[src/sv/irst_pkg.sv]
// irst_pkg: shared constants, types and priority functions for the
// interrupt request / in-service tracker. No dependencies.
package irst_pkg;

  // Stored words per vector set (1 to 8), 32 vectors per word
  localparam int NUM_WORDS = 8;
  localparam int IDX_W     = (NUM_WORDS > 1) ? $clog2(NUM_WORDS) : 1;
  localparam int WORD_W    = 32;
  localparam int BIT_W     = 5;
  localparam int VEC_W     = 8;
  localparam int VWORD_W   = VEC_W - BIT_W;

  // Item kinds
  localparam logic [1:0] KIND_REQUEST = 2'd0;
  localparam logic [1:0] KIND_EXIT    = 2'd1;
  localparam logic [1:0] KIND_EOI     = 2'd2;

  // Access request to one word store
  typedef struct packed {
    logic              rd_en;
    logic [IDX_W-1:0]  rd_addr;
    logic              wr_en;
    logic [IDX_W-1:0]  wr_addr;
    logic [WORD_W-1:0] wr_data;
  } store_req_t;

  // Highest set flag; 0 when none set
  function automatic logic [IDX_W-1:0] top_index(input logic [NUM_WORDS-1:0] flags);
    logic [IDX_W-1:0] idx;
    idx = '0;
    for (int i = 0; i < NUM_WORDS; i++) begin
      if (flags[i]) idx = IDX_W'(i);
    end
    return idx;
  endfunction

  // Highest set bit of a word; 0 when none set
  function automatic logic [BIT_W-1:0] top_bit(input logic [WORD_W-1:0] word);
    logic [BIT_W-1:0] pos;
    pos = '0;
    for (int i = 0; i < WORD_W; i++) begin
      if (word[i]) pos = BIT_W'(i);
    end
    return pos;
  endfunction

endpackage

[src/sv/irst_store.sv]
// irst_store: one vector set held as a synchronous word memory with
// per-word nonzero flags. Depends on irst_pkg.
module irst_store (
  input  logic                               clk,
  input  logic                               rst,
  input  irst_pkg::store_req_t               req,
  output logic [irst_pkg::WORD_W-1:0]        rd_data,
  output logic [irst_pkg::NUM_WORDS-1:0]     nonzero
);

  logic [irst_pkg::WORD_W-1:0] mem [irst_pkg::NUM_WORDS];
  logic [irst_pkg::WORD_W-1:0] mem_q;
  logic [irst_pkg::IDX_W-1:0]  rd_addr_q;

  always_ff @(posedge clk) begin
    if (req.wr_en) begin
      mem[req.wr_addr] <= req.wr_data;
    end
    if (req.rd_en) begin
      mem_q     <= mem[req.rd_addr];
      rd_addr_q <= req.rd_addr;
    end
  end

  // Flag clear means the word is zero, whatever the array holds
  always_ff @(posedge clk) begin
    if (rst) begin
      nonzero <= '0;
    end else if (req.wr_en) begin
      nonzero[req.wr_addr] <= |req.wr_data;
    end
  end

  assign rd_data = nonzero[rd_addr_q] ? mem_q : '0;

endmodule

[src/sv/interrupt_request_service_tracker.sv]
// interrupt_request_service_tracker: top level, item sequencer over the
// pending and in-service word stores. Depends on irst_pkg, irst_store.
//
//  channel | direction | handshake            | fields
//  --------+-----------+----------------------+------------------------------------
//  in      | to block  | in_valid / in_stall  | kind, vector, window_open
//  out     | from block| out_valid / out_stall| deliver_valid, deliver_vector,
//          |           |                      | exit_request, highest_pending,
//          |           |                      | highest_in_service, pending_empty
//
// Each item goes from accept to result register through these steps:
// issue read, modify and write back, issue top-word read and register
// result. Per-word nonzero flags pick the top word without a scan.
// One item at a time; in_stall is high while an item is in flight.
// The result register holds while out_stall is high; the next item may be
// accepted and runs up to its last step meanwhile.
// Reset clears the nonzero flags and exit flag at once; no clearing pass.
module interrupt_request_service_tracker (
  input  logic                          clk,
  input  logic                          rst,
  input  logic                          in_valid,
  output logic                          in_stall,
  input  logic [1:0]                    kind,
  input  logic [irst_pkg::VEC_W-1:0]    vector,
  input  logic                          window_open,
  output logic                          out_valid,
  input  logic                          out_stall,
  output logic                          deliver_valid,
  output logic [irst_pkg::VEC_W-1:0]    deliver_vector,
  output logic                          exit_request,
  output logic [irst_pkg::VEC_W-1:0]    highest_pending,
  output logic [irst_pkg::VEC_W-1:0]    highest_in_service,
  output logic                          pending_empty
);

  localparam logic [2:0] ST_IDLE = 3'd0;
  localparam logic [2:0] ST_RD   = 3'd1;
  localparam logic [2:0] ST_MOD  = 3'd2;
  localparam logic [2:0] ST_TOP  = 3'd3;
  localparam logic [2:0] ST_OUT  = 3'd4;

  logic [2:0] state;

  // Latched item
  logic [1:0]                  kind_q;
  logic [irst_pkg::VEC_W-1:0]  vec_q;
  logic                        open_q;

  // Working registers
  logic [irst_pkg::IDX_W-1:0]  addr;
  logic                        found;
  logic                        dv;
  logic [irst_pkg::VEC_W-1:0]  dvec;
  logic                        exit_flag;
  logic [irst_pkg::IDX_W-1:0]  hp_addr;
  logic [irst_pkg::IDX_W-1:0]  hs_addr;
  logic                        hp_found;
  logic                        hs_found;

  irst_pkg::store_req_t         p_req;
  irst_pkg::store_req_t         s_req;
  logic [irst_pkg::WORD_W-1:0]  p_rd;
  logic [irst_pkg::WORD_W-1:0]  s_rd;
  logic [irst_pkg::NUM_WORDS-1:0] p_nz;
  logic [irst_pkg::NUM_WORDS-1:0] s_nz;

  logic [irst_pkg::IDX_W-1:0]  rd_addr;
  logic                        in_range;
  logic [irst_pkg::BIT_W-1:0]  bsel;
  logic [irst_pkg::WORD_W-1:0] mask;
  logic                        out_load;

  irst_store u_pending (
    .clk     (clk),
    .rst     (rst),
    .req     (p_req),
    .rd_data (p_rd),
    .nonzero (p_nz)
  );

  irst_store u_service (
    .clk     (clk),
    .rst     (rst),
    .req     (s_req),
    .rd_data (s_rd),
    .nonzero (s_nz)
  );

  assign in_stall = (state != ST_IDLE);
  assign out_load = (state == ST_OUT) && (!out_valid || !out_stall);

  // Requests beyond the stored words are dropped
  assign in_range = ({1'b0, vec_q[irst_pkg::VEC_W-1:irst_pkg::BIT_W]} <
                     (irst_pkg::VWORD_W + 1)'(irst_pkg::NUM_WORDS));

  always_comb begin
    case (kind_q)
      irst_pkg::KIND_EXIT: rd_addr = irst_pkg::top_index(p_nz);
      irst_pkg::KIND_EOI:  rd_addr = irst_pkg::top_index(s_nz);
      default:             rd_addr = vec_q[irst_pkg::BIT_W +: irst_pkg::IDX_W];
    endcase
  end

  always_comb begin
    case (kind_q)
      irst_pkg::KIND_EXIT: bsel = irst_pkg::top_bit(p_rd);
      irst_pkg::KIND_EOI:  bsel = irst_pkg::top_bit(s_rd);
      default:             bsel = vec_q[irst_pkg::BIT_W-1:0];
    endcase
    mask = irst_pkg::WORD_W'(1) << bsel;
  end

  // Store accesses per step
  always_comb begin
    p_req = '0;
    s_req = '0;
    case (state)
      ST_RD: begin
        p_req.rd_en   = 1'b1;
        p_req.rd_addr = rd_addr;
        s_req.rd_en   = 1'b1;
        s_req.rd_addr = rd_addr;
      end
      ST_MOD: begin
        p_req.wr_addr = addr;
        s_req.wr_addr = addr;
        case (kind_q)
          irst_pkg::KIND_REQUEST: begin
            if (in_range) begin
              p_req.wr_en = 1'b1;
              if (open_q) begin
                p_req.wr_data = p_rd & ~mask;
                s_req.wr_en   = 1'b1;
                s_req.wr_data = s_rd | mask;
              end else begin
                p_req.wr_data = p_rd | mask;
              end
            end
          end
          irst_pkg::KIND_EXIT: begin
            if (found) begin
              p_req.wr_en   = 1'b1;
              p_req.wr_data = p_rd & ~mask;
              s_req.wr_en   = 1'b1;
              s_req.wr_data = s_rd | mask;
            end
          end
          irst_pkg::KIND_EOI: begin
            if (found) begin
              s_req.wr_en   = 1'b1;
              s_req.wr_data = s_rd & ~mask;
            end
          end
          default: begin
          end
        endcase
      end
      ST_TOP: begin
        p_req.rd_en   = 1'b1;
        p_req.rd_addr = irst_pkg::top_index(p_nz);
        s_req.rd_en   = 1'b1;
        s_req.rd_addr = irst_pkg::top_index(s_nz);
      end
      default: begin
      end
    endcase
  end

  // Sequencer and control state
  always_ff @(posedge clk) begin
    if (rst) begin
      state     <= ST_IDLE;
      exit_flag <= 1'b0;
      out_valid <= 1'b0;
    end else begin
      if (out_load) begin
        out_valid <= 1'b1;
      end else if (out_valid && !out_stall) begin
        out_valid <= 1'b0;
      end
      case (state)
        ST_IDLE: begin
          if (in_valid) state <= ST_RD;
        end
        ST_RD: begin
          state <= ST_MOD;
        end
        ST_MOD: begin
          if (kind_q == irst_pkg::KIND_REQUEST && in_range && !open_q) begin
            exit_flag <= 1'b1;
          end
          state <= ST_TOP;
        end
        ST_TOP: begin
          // Flags already reflect the write-back
          if (kind_q == irst_pkg::KIND_EXIT) exit_flag <= |p_nz;
          state <= ST_OUT;
        end
        ST_OUT: begin
          if (out_load) state <= ST_IDLE;
        end
        default: begin
          state <= ST_IDLE;
        end
      endcase
    end
  end

  // Payload registers
  always_ff @(posedge clk) begin
    if (state == ST_IDLE && in_valid) begin
      kind_q <= kind;
      vec_q  <= vector;
      open_q <= window_open;
      dv     <= 1'b0;
      dvec   <= '0;
    end
    if (state == ST_RD) begin
      addr  <= rd_addr;
      found <= (kind_q == irst_pkg::KIND_EOI) ? |s_nz : |p_nz;
    end
    if (state == ST_MOD) begin
      if (kind_q == irst_pkg::KIND_REQUEST && in_range && open_q) begin
        dv   <= 1'b1;
        dvec <= vec_q;
      end else if (kind_q == irst_pkg::KIND_EXIT && found) begin
        dv   <= 1'b1;
        dvec <= irst_pkg::VEC_W'({addr, bsel});
      end
    end
    if (state == ST_TOP) begin
      hp_addr  <= irst_pkg::top_index(p_nz);
      hs_addr  <= irst_pkg::top_index(s_nz);
      hp_found <= |p_nz;
      hs_found <= |s_nz;
    end
    if (out_load) begin
      deliver_valid      <= dv;
      deliver_vector     <= dvec;
      exit_request       <= exit_flag;
      highest_pending    <= hp_found ?
                            irst_pkg::VEC_W'({hp_addr, irst_pkg::top_bit(p_rd)}) : '0;
      highest_in_service <= hs_found ?
                            irst_pkg::VEC_W'({hs_addr, irst_pkg::top_bit(s_rd)}) : '0;
      pending_empty      <= !hp_found;
    end
  end

endmodule
[config.mk]
export PLATFORM = sky130hd
export DESIGN_NAME = interrupt_request_service_tracker
export DESIGN_NICKNAME = d
export VERILOG_FILES = /design/src/sv/irst_pkg.sv /design/src/sv/irst_store.sv /design/src/sv/interrupt_request_service_tracker.sv
export SDC_FILE = /design/constraint.sdc
export NUM_CORES = 1
export LEC_CHECK = 0
export ABC_AREA = 1
export BUFFER_PORTS_ARGS = -buffer_cell sky130_fd_sc_hd__buf_4
export CAP_MARGIN = 25
export CORE_MARGIN = 5
export CORE_UTILIZATION = 30
export CTS_CLUSTER_SIZE = 8
export DETAILED_ROUTE_END_ITERATION = 8
export PLACE_DENSITY_LB_ADDON = 0.12
export SYNTH_ARGS = -nofsm -noshare
export SYNTH_HDL_FRONTEND = slang
export SYNTH_SLANG_ARGS = --single-unit
[constraint.sdc]
create_clock -name clk -period 10.7 [get_ports clk]
set_input_delay 2.675 -clock clk [delete_from_list [all_inputs] [get_ports clk]]
set_output_delay 2.675 -clock clk [all_outputs]
set_load 0.02 [all_outputs]
==> flow_summary.toml, run 1 <==
[clocking]
numCtsBuffers = 92
postCtsHoldBufs = 0
clk_latency_ps = 640
cts_setup_buffers = 0
cts.sinks = 662
post_cts_resize_count = 0
cts.path.max_buffers = 3
path_clk_slew_ps = 60
clockRootBuffer = "clkbuf_16"
cts_tree = "done"
cts_max_level = 3

[setup_path]
cp.required_ps = 11220
path_class = "reg -> reg"
crit_path_end_kind = "flip-flop"
cp_data_arrival_time_ps = 5710
slowest_stage = "edfxtp_1"
path_common_cell = "nand2_1"
crit_path_max_fanout = 36
slowest_delay_ps = 460
startpoint_type = "flip-flop"

[sta]
skew_ps = 32.5
worstMarginPinSlew_ps = 1010
fin_tns_setup_ps = 0
setup_viol = 0
min_period_ps = 5190
hold_viol = 0
slew_violations = 0
slew-limit-headroom_pct = 32.4
rsz0062_at_grt = "no"
max_clock_freq_mhz = 193
fin_crit_sh_pct = 48.5

[grt]
use_met3_pct = 2.18
antenna_found_initial = 0
grt_pass1_wl_um = 126000
grt_overflow = 0
met1_usage_pct = 23.3
grt_pass1_vias = 19000
grt_util_all_layers_pct = 16.6
grt_max_degree = 93
top_usage_layer = "met2"
use_met2_pct = 27.4

[die]
io_pins = 44
core_area_um2 = 93600
num_rows = 112
die_area_um2 = 101000
die_x_um = 317
die_y_um = 317
initial_core_util_pct = 30.3

[synth]
ys_types = 44
netlist_area_um2 = 28300
synth.top_cell.area_share_pct = 67.0
yosysTopAreaCell = "edfxtp_1"
synth_edf_count = 632
synth.area.top_cells = "edfxtp_1 67%, nor2_1 7.1%, o21ai_0 5.5%"
synth_seq_cells = 662
yosysSeqAreaShare_pct = 69.1
synth_nets = 2630
synthCells = 2611
yosysMostFrequentCell = "edfxtp_1"
synth_commonest_cells = "632 x edfxtp_1, 539 x nor2_1, 376 x nand2_1, 312 x o21ai_0, 153 x inv_1"
yosys_warnings = 0
async_flop_share_pct = 0
syn_area_per_cell_um2 = 10.9
synth_ff_type = "edfxtp_1"

[route]
drtIter0Drc = 1647
drt-total-wl_um = 84800
vias = 19600
dr.pass1.iters = 6
antenna_left = 0
vias_per_cell = 4.98
drc = 0
avgRoutedWirePerCell_um = 21.6

[pwr]
irDropWorstVdd_mv = 0.106
power_density_nw_per_um2 = 192
p_clk_share_pct = 41.8
p_sw_uw = 1600
p_comb_share_pct = 11.2
p_sw_share_pct = 25.5
seqPwrFrac_pct = 47.0
p_leak_uw = 0.0114
p_int_uw = 4680

[finish]
design_area_um2 = 32800
drive_above_1_share_pct = 10.1
diodes = 0
synthToLayoutAreaGrowth_pct = 15.6
fillers = 9385
nets = 2669

[placed_design]
placed_area_um2 = 30200
place_hpwl_um = 49400
port_buffers = 43
place_congestion = 0.838

[flow_run]
max-cap-violations = 0

[hold_path]
hold_path.class = "reg -> reg"

[run_status]
status = "finished clean"
power groups by stage:
stage | clock network (uW) | logic, uW | registers, uW
after global routing | 2810 | 788 | 2950
after floorplan | 0 | 493 | 2970
final | 2620 | 703 | 2950
after CTS | 2700 | 705 | 2950
after global placement | 0 | 697 | 3000
after detailed placement | 0 | 703 | 3000
worst max-delay path, delay by kind of cell (launching register included):
kind | cells | cell delay [ps]
compound gates | 6 | 970
buf+inv | 2 | 260
flops | 1 | 460
simple gates | 26 | 3360
area by class of cell:
cell class	count	area (um2)	share of cell area [%]
multi-input combinational	1640	7740	23.6
tap	1254	1570	4.79
clock inverter	4	50.0	0.153
timing repair buffer	85	698	2.13
inverter	169	638	1.95
clock buffer	122	2480	7.57
sequential	662	19600	59.8
registers in the layout (all words and copies together), names as in the netlist, 2 cells and up:
| name | count |
|---|---|
| vec_q | 8 |
| u_service.rd_addr_q | 3 |
| addr | 3 |
| kind_q | 2 |
| highest_pending | 8 |
| u_pending.mem_q | 32 |
| highest_in_service | 8 |
| u_pending.nonzero | 8 |
| u_service.nonzero | 8 |
| dvec | 8 |
| u_pending.mem | 256 |
| deliver_vector | 8 |
| hs_addr | 3 |
| u_service.mem | 256 |
| hp_addr | 3 |
| u_service.mem_q | 32 |
| state | 3 |
| u_pending.rd_addr_q | 3 |
final timing paths:
kind / from / to / slack [ps] / cells after the start
worst max-delay path: u_service.rd_addr_q[0] / u_service.nonzero[2] / 5510 / 34
worst min-delay path: dvec[1] / deliver_vector[1] / 440 / 0
worst max register to register: u_service.rd_addr_q[0] / u_service.nonzero[2] / 5510 / 34
worst min register to register: dvec[1] / deliver_vector[1] / 440 / 0
cell families (layout without fill, tap and decap cells):
family | count (synthesis) | in the layout | share of synthesized area (%)
flip-flops | 662 | 662 | 69.1
buffers and inverters | 309 | 380 | 4.26
AO/OA/AOI/OAI | 515 | 515 | 9.99
AND/OR/NAND/NOR | 1121 | 1121 | 16.5
adder cells (fa/ha/maj) | 4 | 4 | 0.177
through the flow:
stage	setup WS [ps]	hold WS (ps)	utilization, %	power, uW	cells
final	5510	435	35.0	6280	3936
after global routing	5000	456	35.0	6550	3936
after CTS	5590	433	35.0	6360	3935
after detailed placement	5630	425	32.3	3700	3809
after global placement	5640	421	32.2	3700	3807
after floorplan	5050	409	-	3470	2611
layout by cell type (no fill, tap or decap), drive strengths merged, types with 30 or more instances in the layout:
cell type  instances
inv              166
a31oi             71
o21ai            320
dfxtp             30
a21oi             37
nor2             557
edfxtp           632
nand3            148
nand2            380
buf               85
clkbuf           122
o22ai             67
layer usage:
| layer | vias to the layer above | routed length [um] |
|---|---|---|
| met4 | 0 | 1740 |
| met3 | 109 | 3960 |
| met2 | 516 | 39900 |
| li1 | 9216 | - |
| met5 | - | 0 |
| met1 | 9772 | 39300 |
No activity file was read; power rests on OpenSTA's default activity.
==> run 2: changes to the inputs <==
==> constraint.sdc (replaced) <==
create_clock -name clk -period 4.6 [get_ports clk]
set_input_delay 1.15 -clock clk [delete_from_list [all_inputs] [get_ports clk]]
set_output_delay 1.15 -clock clk [all_outputs]
set_load 0.02 [all_outputs]
==> run 2 against run 1 <==
Against the previous run: clock skew shrank 13 ps; sequential power grew 130%; clock-buffer cell count grew 10; die area is the same; first-iteration DRC count shrank 26%; via count grew 2.1%; combinational power grew to 2.8 times the previous value; register-to-register slack lost 5500 ps; maximum frequency grew 13%; largest power group unchanged.
==> flow_summary.toml, run 2 (synthesis gave the netlist of run 1 again) <==
[run_status]
status = "finished clean"

[hold_path]
hold_path.class = "reg -> reg"

[finish]
post-route-util_pct = 37.1
synthToLayoutAreaGrowth_pct = 22.5
fillers = 9345
reg.largest.list = "u_pending.mem (256), u_service.mem (256)"
diodes = 0
final_common_cell = "edfxtp_1"
mostFrequentLayoutCells = "632 x edfxtp_1, 513 x nor2_1, 352 x nand2_1"
drive_above_1_share_pct = 19.0
nets = 2828

[grt]
grt_overflow = 0
grt_pass1_wl_um = 131000
grt_pass1_vias = 19900
grt_util_all_layers_pct = 17.2
antenna_found_initial = 0
grt_max_degree = 130

[route]
avgRoutedWirePerCell_um = 21.3
drt-total-wl_um = 87700
dr.pass1.iters = 5
drc = 0
drtIter0Drc = 1224
vias = 20000
antenna_left = 0
vias_per_cell = 4.87

[sta]
slew-limit-headroom_pct = 31.9
max_clock_freq_mhz = 219
timing.hold.ws_ps = 441
rsz0062_at_grt = "yes"
setup_viol = 0
min_period_ps = 4580
fin_crit_sh_pct = 99.5
hold_viol = 0
worstMarginPinSlew_ps = 1020
fin_tns_setup_ps = 0
skew_ps = 19.8
slew_violations = 0

[die]
die_x_um = 317
io_pins = 44
die_y_um = 317
num_rows = 112
core_area_um2 = 93600
die_area_um2 = 101000
initial_core_util_pct = 30.3

[setup_path]
path_common_cell = "nand2_1"
cp.required_ps = 5150
crit_path_max_fanout = 8
crit_path_end_kind = "flip-flop"
slowest_delay_ps = 480
critPathTopFamily = "simple AND/OR/NAND/NOR gates"
startpoint_type = "flip-flop"
slowest_stage = "edfxtp_1"
path_class = "reg -> reg"
cp_data_arrival_time_ps = 5130
critical_path_buf_inv_count = 5

[clocking]
cts.sinks = 662
numCtsBuffers = 93
postCtsHoldBufs = 0
cts_tree = "done"
path_clk_slew_ps = 60
cts.path.max_buffers = 3
clk_latency_ps = 650
clockRootBuffer = "clkbuf_16"
cts_max_level = 3

[flow_run]
max-cap-violations = 0

[pwr]
p_leak_uw = 0.0119
power_density_nw_per_um2 = 434
irDropWorstVdd_mv = 0.237

[placed_design]
port_buffers = 43
place_congestion = 0.883
place_hpwl_um = 53200
==> run 2: worst reg2reg max path, delay by kind of cell (launching register included) <==
kind	cells	cell delay, ps
buffers and inverters	5	660
AND/OR/NAND/NOR	46	3370
flip-flops	1	480
==> run 2: power breakdown <==
| part | switching (uW) | internal (uW) |
|---|---|---|
| sequential | 105 | 6750 |
| clock | 2500 | 3720 |
| combinational | 1350 | 633 |
| total | 3950 | 11100 |
==> run 2: routing by layer <==
layer	GRT usage (%)	part of all wire, %	wire, um
met5	0	0	0
met4	4.34	2.0	1730
met3	2.12	3.7	3240
met2	28.6	47	41500
met1	24.2	47	41200
==> run 2: layout make-up <==
cell class	count	area (um2)	share of cell area (%)
Timing Repair Buffer	242	2020	5.81
Sequential cell	662	19600	56.4
Tap cell	1254	1570	4.52
Inverter	169	763	2.20
Multi-Input combinational cell	1641	8190	23.6
Clock inverter	8	115	0.331
Clock buffer	132	2490	7.18
==> run 2: through the flow <==
step                      instance area [um2]  std cells  total power, uW  setup WS [ps]
after CTS                               34200       4094            15200          -7.08
after global routing                    34700       4108            15700           -493
after detailed placement                31300       3945             8800           -111
after floorplan                         28300       2611             8060            325
final                                   34700       4108            15100           23.8
after global placement                  31300       3945             8810           -120
==> run 2: worst paths after layout <==
| check | startpoint | slack, ps | endpoint | depth (start not counted) |
|---|---|---|---|---|
| max | u_pending.rd_addr_q[0] | 20 | u_pending.nonzero[4] | 51 |
| min | dvec[6] | 440 | deliver_vector[6] | 0 |
| max reg2reg | u_pending.rd_addr_q[0] | 20 | u_pending.nonzero[4] | 51 |
| min reg2reg | dvec[6] | 440 | deliver_vector[6] | 0 |
==> run 2: timing repair <==
| item | in CTS | in global routing |
|---|---|---|
| gates resized for setup | 41 | 108 |
| gates cloned | 1 | 0 |
| setup buffers | 8 | 18 |
| endpoints found under the setup margin | 16 | 528 |
| pin swaps | 13 | 48 |
